`src/rtl/qsu_pkg.sv`:
```
// Shared codes, character constants and types for the quoted string unescaper.
package qsu_pkg;

    // Decoder phase codes
    localparam logic [2:0] PH_WAIT  = 3'd0;
    localparam logic [2:0] PH_BODY  = 3'd1;
    localparam logic [2:0] PH_ESC   = 3'd2;
    localparam logic [2:0] PH_HEXHI = 3'd3;
    localparam logic [2:0] PH_HEXLO = 3'd4;

    // Result status codes
    localparam logic [2:0] ST_BYTE    = 3'd0;
    localparam logic [2:0] ST_END     = 3'd1;
    localparam logic [2:0] ST_NOQUOTE = 3'd2;
    localparam logic [2:0] ST_EOF     = 3'd3;
    localparam logic [2:0] ST_NEWLINE = 3'd4;
    localparam logic [2:0] ST_BADESC  = 3'd5;
    localparam logic [2:0] ST_BADHEX  = 3'd6;

    // Character constants
    localparam logic [7:0] CH_QUOTE  = 8'h22;
    localparam logic [7:0] CH_APOS   = 8'h27;
    localparam logic [7:0] CH_BSLASH = 8'h5C;
    localparam logic [7:0] CH_LF     = 8'h0A;
    localparam logic [7:0] CH_CR     = 8'h0D;
    localparam logic [7:0] CH_TAB    = 8'h09;
    localparam logic [7:0] CH_T      = 8'h74;
    localparam logic [7:0] CH_N      = 8'h6E;
    localparam logic [7:0] CH_R      = 8'h72;
    localparam logic [7:0] CH_X      = 8'h78;
    localparam logic [7:0] CH_0      = 8'h30;
    localparam logic [7:0] CH_9      = 8'h39;
    localparam logic [7:0] CH_LA     = 8'h61;
    localparam logic [7:0] CH_LF_HEX = 8'h66;
    localparam logic [7:0] CH_UA     = 8'h41;
    localparam logic [7:0] CH_UF     = 8'h46;

    // Outcome of decoding one item
    typedef struct packed {
        logic [2:0] phase;
        logic [3:0] nibble;
        logic       emit;
        logic [2:0] status;
        logic [7:0] data;
    } qsu_step_t;

endpackage

```
`src/rtl/qsu_decode.sv`:
```
// Combinational next-state and result logic for one input item.
module qsu_decode
    import qsu_pkg::*;
(
    input  logic [2:0] phase,
    input  logic [3:0] nibble,
    input  logic [7:0] char_in,
    input  logic       end_of_input,
    output qsu_step_t  step
);

    // Hex digit check: bit 4 marks a valid digit, bits 3:0 its value
    function automatic logic [4:0] hex_value(input logic [7:0] c);
        logic [7:0] diff;
        begin
            diff = 8'd0;
            if (c >= CH_0 && c <= CH_9)
            begin
                diff = c - CH_0;
                hex_value = {1'b1, diff[3:0]};
            end
            else if (c >= CH_LA && c <= CH_LF_HEX)
            begin
                diff = c - CH_LA + 8'd10;
                hex_value = {1'b1, diff[3:0]};
            end
            else if (c >= CH_UA && c <= CH_UF)
            begin
                diff = c - CH_UA + 8'd10;
                hex_value = {1'b1, diff[3:0]};
            end
            else
            begin
                hex_value = 5'd0;
            end
        end
    endfunction

    logic [4:0] hex;

    assign hex = hex_value(char_in);

    // Decode the item against the current phase
    always_comb
    begin
        step.phase  = phase;
        step.nibble = nibble;
        step.emit   = 1'b0;
        step.status = ST_BYTE;
        step.data   = 8'd0;
        unique case (phase)
            PH_BODY:
            begin
                if (end_of_input)
                begin
                    step.phase = PH_WAIT; step.nibble = 4'd0;
                    step.emit = 1'b1; step.status = ST_EOF;
                end
                else if (char_in == CH_QUOTE)
                begin
                    step.phase = PH_WAIT;
                    step.emit = 1'b1; step.status = ST_END;
                end
                else if (char_in == CH_LF)
                begin
                    step.phase = PH_WAIT; step.nibble = 4'd0;
                    step.emit = 1'b1; step.status = ST_NEWLINE;
                end
                else if (char_in == CH_BSLASH)
                begin
                    step.phase = PH_ESC;
                end
                else
                begin
                    step.emit = 1'b1; step.data = char_in;
                end
            end
            PH_ESC:
            begin
                step.phase = PH_BODY;
                step.emit  = 1'b1;
                if (end_of_input)
                begin
                    step.phase = PH_WAIT; step.nibble = 4'd0; step.status = ST_BADESC;
                end
                else if (char_in == CH_T)
                    step.data = CH_TAB;
                else if (char_in == CH_N)
                    step.data = CH_LF;
                else if (char_in == CH_R)
                    step.data = CH_CR;
                else if (char_in == CH_QUOTE || char_in == CH_APOS || char_in == CH_BSLASH)
                    step.data = char_in;
                else if (char_in == CH_X)
                begin
                    step.phase = PH_HEXHI; step.emit = 1'b0;
                end
                else
                begin
                    step.phase = PH_WAIT; step.nibble = 4'd0; step.status = ST_BADESC;
                end
            end
            PH_HEXHI:
            begin
                if (end_of_input || !hex[4])
                begin
                    step.phase = PH_WAIT; step.nibble = 4'd0;
                    step.emit = 1'b1; step.status = ST_BADHEX;
                end
                else
                begin
                    step.phase = PH_HEXLO; step.nibble = hex[3:0];
                end
            end
            PH_HEXLO:
            begin
                step.emit   = 1'b1;
                step.nibble = 4'd0;
                if (end_of_input || !hex[4])
                begin
                    step.phase = PH_WAIT; step.status = ST_BADHEX;
                end
                else
                begin
                    step.phase = PH_BODY; step.data = {nibble, hex[3:0]};
                end
            end
            default:
            begin
                // Waiting for the opening quote; unused codes land here too
                if (!end_of_input && char_in == CH_QUOTE)
                begin
                    step.phase = PH_BODY;
                end
                else
                begin
                    step.phase = PH_WAIT; step.nibble = 4'd0;
                    step.emit = 1'b1; step.status = ST_NOQUOTE;
                end
            end
        endcase
    end

endmodule

```
`src/rtl/quoted_string_unescaper.sv`:
```
// Each accepted item waits in the input register; its result, if any, goes to the result register.
// Throughput: one item per cycle; the input register and the result register
// each advance whenever the stage after them is free or being emptied.
// An item that yields no result leaves the result register empty for that cycle.
// Reset (rst_n low, asynchronous): both stages empty, decoder waits for a quote.
module quoted_string_unescaper
    import qsu_pkg::*;
(
    input  logic       clk,
    input  logic       rst_n,
    input  logic       s_axis_tvalid,
    output logic       s_axis_tready,
    input  logic [7:0] s_axis_tdata,   // [7:0] char_in
    input  logic       s_axis_tuser,   // [0] end_of_input
    output logic       m_axis_tvalid,
    input  logic       m_axis_tready,
    output logic [7:0] m_axis_tdata,   // [7:0] byte_out
    output logic [2:0] m_axis_tuser    // [2:0] status
);

    logic       in_valid_reg;
    logic [7:0] in_char_reg;
    logic       in_eoi_reg;
    logic [2:0] phase_reg;
    logic [2:0] phase_next;
    logic [3:0] nibble_reg;
    logic [3:0] nibble_next;
    logic       out_valid_reg;
    logic       out_valid_next;
    logic [2:0] out_status_reg;
    logic [7:0] out_byte_reg;
    logic       out_free;
    logic       advance;
    qsu_step_t  step;

    qsu_decode u_decode (
        .phase        (phase_reg),
        .nibble       (nibble_reg),
        .char_in      (in_char_reg),
        .end_of_input (in_eoi_reg),
        .step         (step)
    );

    // Stage handshakes
    assign out_free      = !out_valid_reg || m_axis_tready;
    assign advance       = in_valid_reg && out_free;
    assign s_axis_tready = !in_valid_reg || out_free;

    // Decoder state moves only when the registered item is consumed
    always_comb
    begin
        phase_next     = phase_reg;
        nibble_next    = nibble_reg;
        out_valid_next = out_valid_reg && !m_axis_tready;
        if (advance)
        begin
            phase_next     = step.phase;
            nibble_next    = step.nibble;
            out_valid_next = step.emit;
        end
    end

    // Control registers
    always_ff @(posedge clk or negedge rst_n)
    begin
        if (!rst_n)
        begin
            in_valid_reg  <= 1'b0;
            out_valid_reg <= 1'b0;
            phase_reg     <= PH_WAIT;
            nibble_reg    <= 4'd0;
        end
        else
        begin
            if (s_axis_tready)
                in_valid_reg <= s_axis_tvalid;
            out_valid_reg <= out_valid_next;
            phase_reg     <= phase_next;
            nibble_reg    <= nibble_next;
        end
    end

    // Payload registers
    always_ff @(posedge clk)
    begin
        if (s_axis_tready && s_axis_tvalid)
        begin
            in_char_reg <= s_axis_tdata;
            in_eoi_reg  <= s_axis_tuser;
        end
        if (advance && step.emit)
        begin
            out_status_reg <= step.status;
            out_byte_reg   <= step.data;
        end
    end

    assign m_axis_tvalid = out_valid_reg;
    assign m_axis_tdata  = out_byte_reg;
    assign m_axis_tuser  = out_status_reg;

endmodule

```
`config.mk`:
```
export PLATFORM = sky130hd
export DESIGN_NAME = quoted_string_unescaper
export DESIGN_NICKNAME = d
export VERILOG_FILES = /design/src/rtl/qsu_pkg.sv /design/src/rtl/qsu_decode.sv /design/src/rtl/quoted_string_unescaper.sv
export SDC_FILE = /design/constraint.sdc
export NUM_CORES = 1
export LEC_CHECK = 0
export BUFFER_PORTS_ARGS = -buffer_cell sky130_fd_sc_hd__buf_2
export CAP_MARGIN = 20
export CORE_MARGIN = 5
export CORE_UTILIZATION = 25
export DETAILED_ROUTE_END_ITERATION = 12
export SYNTH_ARGS = -nofsm -noshare
export SYNTH_HDL_FRONTEND = slang
export SYNTH_SLANG_ARGS = --single-unit
```
`constraint.sdc`:
```
create_clock -name clk -period 2.76 [get_ports clk]
set_input_delay 0.552 -clock clk [delete_from_list [all_inputs] [get_ports clk]]
set_output_delay 0.552 -clock clk [all_outputs]
set_load 0.02 [all_outputs]
```
==> flow_summary.json <==
{
  "track_usage_pct": 9.528,
  "layout-drive-gt1-share_pct": 26.53,
  "clock_path_buffers": 2,
  "initial_core_util_pct": 25.44,
  "synth_seq_area_share_pct": 45.24,
  "grt_antenna_before_repair": 0,
  "critPathKind": "flop to flop",
  "clk_latency_ns": 0.28,
  "postLayoutCellArea_sq_um": 2151,
  "p_int_mw": 1.023,
  "whs_ns": 0.1116,
  "die_area_sq_um": 9111,
  "final_common_cell": "buf_2",
  "design.core.area_sq_um": 7176,
  "cp.arrival_ns": 2.43,
  "cts.clk_slew.worst_paths_ns": 0.06,
  "dp_hpwl_um": 3231,
  "vias": 1391,
  "period_share_pct": 89.05,
  "ctsHoldBuffers": 0,
  "outcome": "completed",
  "layout_common_cells": "buf_2 (25), edfxtp_1 (20), nand2_1 (11), nor2_1 (11), dfrtp_1 (9)",
  "netlist_area_sq_um": 1826,
  "peakVddDrop_uv": 240.0,
  "cts_tree": "yes",
  "setup_ws_ns": 0.3022,
  "final-hold-violation-count": 0,
  "ys_seq_elements": 29,
  "synthCells": 167,
  "avgSynthCellArea_sq_um": 10.93,
  "yosys.area.top_type_share_pct": 32.90,
  "crit_required_ns": 2.73,
  "firstDrtPassIters": 4,
  "die_h_um": 95.45,
  "synth_top_area_cell": "edfxtp_1",
  "grt_setup_unrepaired": "no",
  "drt_iter0_markers": 171,
  "clkSinkCount": 29,
  "avgRoutedWirePerCell_um": 13.99,
  "die_x_um": 95.45,
  "drc": 0,
  "routabilityCongestion": 0.9325,
  "synth_flop_cell": "edfxtp_1",
  "syn-num-nets": 185,
  "maxSlewViolCount": 0,
  "synth_cell_types": 61,
  "relSlewSlack_pct": 65.53,
  "switchingPower_uw": 561.6,
  "async_flop_share_pct": 31.03,
  "cts-resized-gates": 0,
  "fin_total_pwr_mw": 1.585,
  "drv_cap": 0,
  "setup_viol": 0,
  "p_clk_share_pct": 22.5,
  "cp_slowest_cell": "edfxtp_1",
  "port_buffers": 25,
  "postRouteAntennaNets": 0,
  "wirelength_um": 4126,
  "antennaDiodeCount": 0,
  "hp-class": "primary input to asynchronous set/reset pin",
  "cts_buffers": 5,
  "fp-row-count": 31,
  "finalSetupTns_ns": 0,
  "grt_overflow": 0,
  "path_cells": "inv_1, ha_1, nor3b_1, nor4_2, o21ba_1, or3_1, a21oi_2, buf_4",
  "power_frac_seq_pct": 41.9,
  "viasPerCell": 4.715,
  "grt_pass1_vias": 1340,
  "p_comb_share_pct": 35.5,
  "critical_path.endpoint_type": "flop",
  "final_nets": 213,
  "cts-root-buf": "clkbuf_8",
  "p_leak_nw": 0.8430,
  "critical_path.top_delay_family": "simple AND/OR/NAND/NOR gates",
  "ys_top_cells_by_area": "edfxtp_1 (33%), dfrtp_1 (12%), ha_1 (3.4%)",
  "dpl.cell_count": 287,
  "pin_count": 26,
  "clock_skew_ns": 0.005586,
  "fillCellCount": 743,
  "fmax_mhz": 406.9,
  "grt_max_degree": 17,
  "grt_pass1_wl_um": 6679,
  "utilization_pct": 29.97,
  "synth_warnings": 0,
  "cts_setup_buffers": 0,
  "tightest_slew_ns": 0.5171,
  "powerDensity_nw_per_um2": 736.7,
  "start_kind": "flop",
  "synth_edf_count": 20,
  "seq_area_sq_um": 825.8,
  "final.min_clock_period_ns": 2.458,
  "final_cells": 295,
  "multi_input_area_sq_um": 944.7,
  "cp_slowest_stage_delay_ns": 0.45,
  "placedInstanceArea_sq_um": 2061,
  "crit_fanout": 12,
  "pre_cts_ws_ns": 0.2967,
  "cts.htree.levels": 2,
  "area_growth_pct": 17.82,
  "crit_buf_inv": 2,
  "p_sw_share_pct": 35.44
}
[synthesized netlist by cell type, types with 2 or more instances]
| library cell | n |
|---|---|
| buf_4 | 2 |
| and3_1 | 2 |
| nor2_1 | 11 |
| nand2b_2 | 2 |
| o2bb2ai_1 | 5 |
| a22o_1 | 3 |
| nand3_1 | 2 |
| clkbuf_1 | 3 |
| ha_1 | 5 |
| nor2b_1 | 6 |
| o21ai_1 | 4 |
| nand4bb_1 | 2 |
| nand2b_1 | 5 |
| o21ai_0 | 6 |
| o211ai_1 | 2 |
| xnor2_1 | 3 |
| nor3b_1 | 2 |
| a21oi_1 | 3 |
| edfxtp_1 | 20 |
| o22a_1 | 2 |
| nand2_1 | 11 |
| inv_1 | 5 |
| dfrtp_1 | 9 |
| o32a_1 | 2 |
| a21oi_2 | 2 |
| mux2i_1 | 2 |
| or2_1 | 2 |
| nand4_1 | 3 |
| nor3_1 | 4 |
| or3_1 | 2 |
| a211o_1 | 2 |
| buf_2 | 2 |
| a21o_1 | 2 |
| and2_1 | 2 |
[power groups by stage]
stage / Clock (mW) / Sequential [mW] / Combinational, mW
floorplan: 0 / 0.722 / 0.346
global placement: 0 / 0.672 / 0.564
detailed placement: 0 / 0.676 / 0.565
CTS: 0.369 / 0.666 / 0.567
global route: 0.391 / 0.681 / 0.611
finish: 0.357 / 0.665 / 0.563
[final cells by class]
| class | instances | share of cell area [%] |
|---|---|---|
| Multi-Input combinational cell | 126 | 43.92 |
| Sequential cell | 29 | 38.39 |
| Timing Repair Buffer | 28 | 6.864 |
| Tap cell | 99 | 5.759 |
| Clock buffer | 8 | 4.188 |
| Inverter | 5 | 0.8726 |
[layer usage]
metal	routed length (um)	share of wire (%)	GRT usage, %
met5	0	0	0
met4	53	1.3	3.081
met3	313	7.6	2.920
met2	1727	42	13.82
met1	2031	49	13.43
[kinds of logic (layout without fill, tap and decap cells)]
group                      after synthesis  in the layout  synth area share [%]
xor gates and xnor gates                 4              4                 1.919
AOI/OAI and AO/OA                       44             44                 19.05
and+or+nand+nor                         70             70                 25.70
adders and majority gates                6              6                 3.975
DFF                                     29             29                 45.24
muxes                                    2              2                 1.097
buffers and inverters                   12             41                 3.016
[final timing paths]
check,startpoint,end,slack (ns),cells after the start
setup / recovery,in_char_reg[0]$_DFFE_PP_,m_axis_tdata[0]$_DFFE_PP_,0.30,8
hold / removal,rst_n,phase_reg[0]$_DFFE_PN0P_,0.11,1
setup reg to reg,in_char_reg[0]$_DFFE_PP_,m_axis_tdata[0]$_DFFE_PP_,0.30,8
hold reg to reg,nibble_reg[3]$_DFFE_PN0P_,nibble_reg[3]$_DFFE_PN0P_,0.50,1
max in group asynchronous,rst_n,nibble_reg[3]$_DFFE_PN0P_,2.47,1
min in group clk,s_axis_tdata[1],in_char_reg[1]$_DFFE_PP_,0.45,1
(Power assumes the default switching activity.)
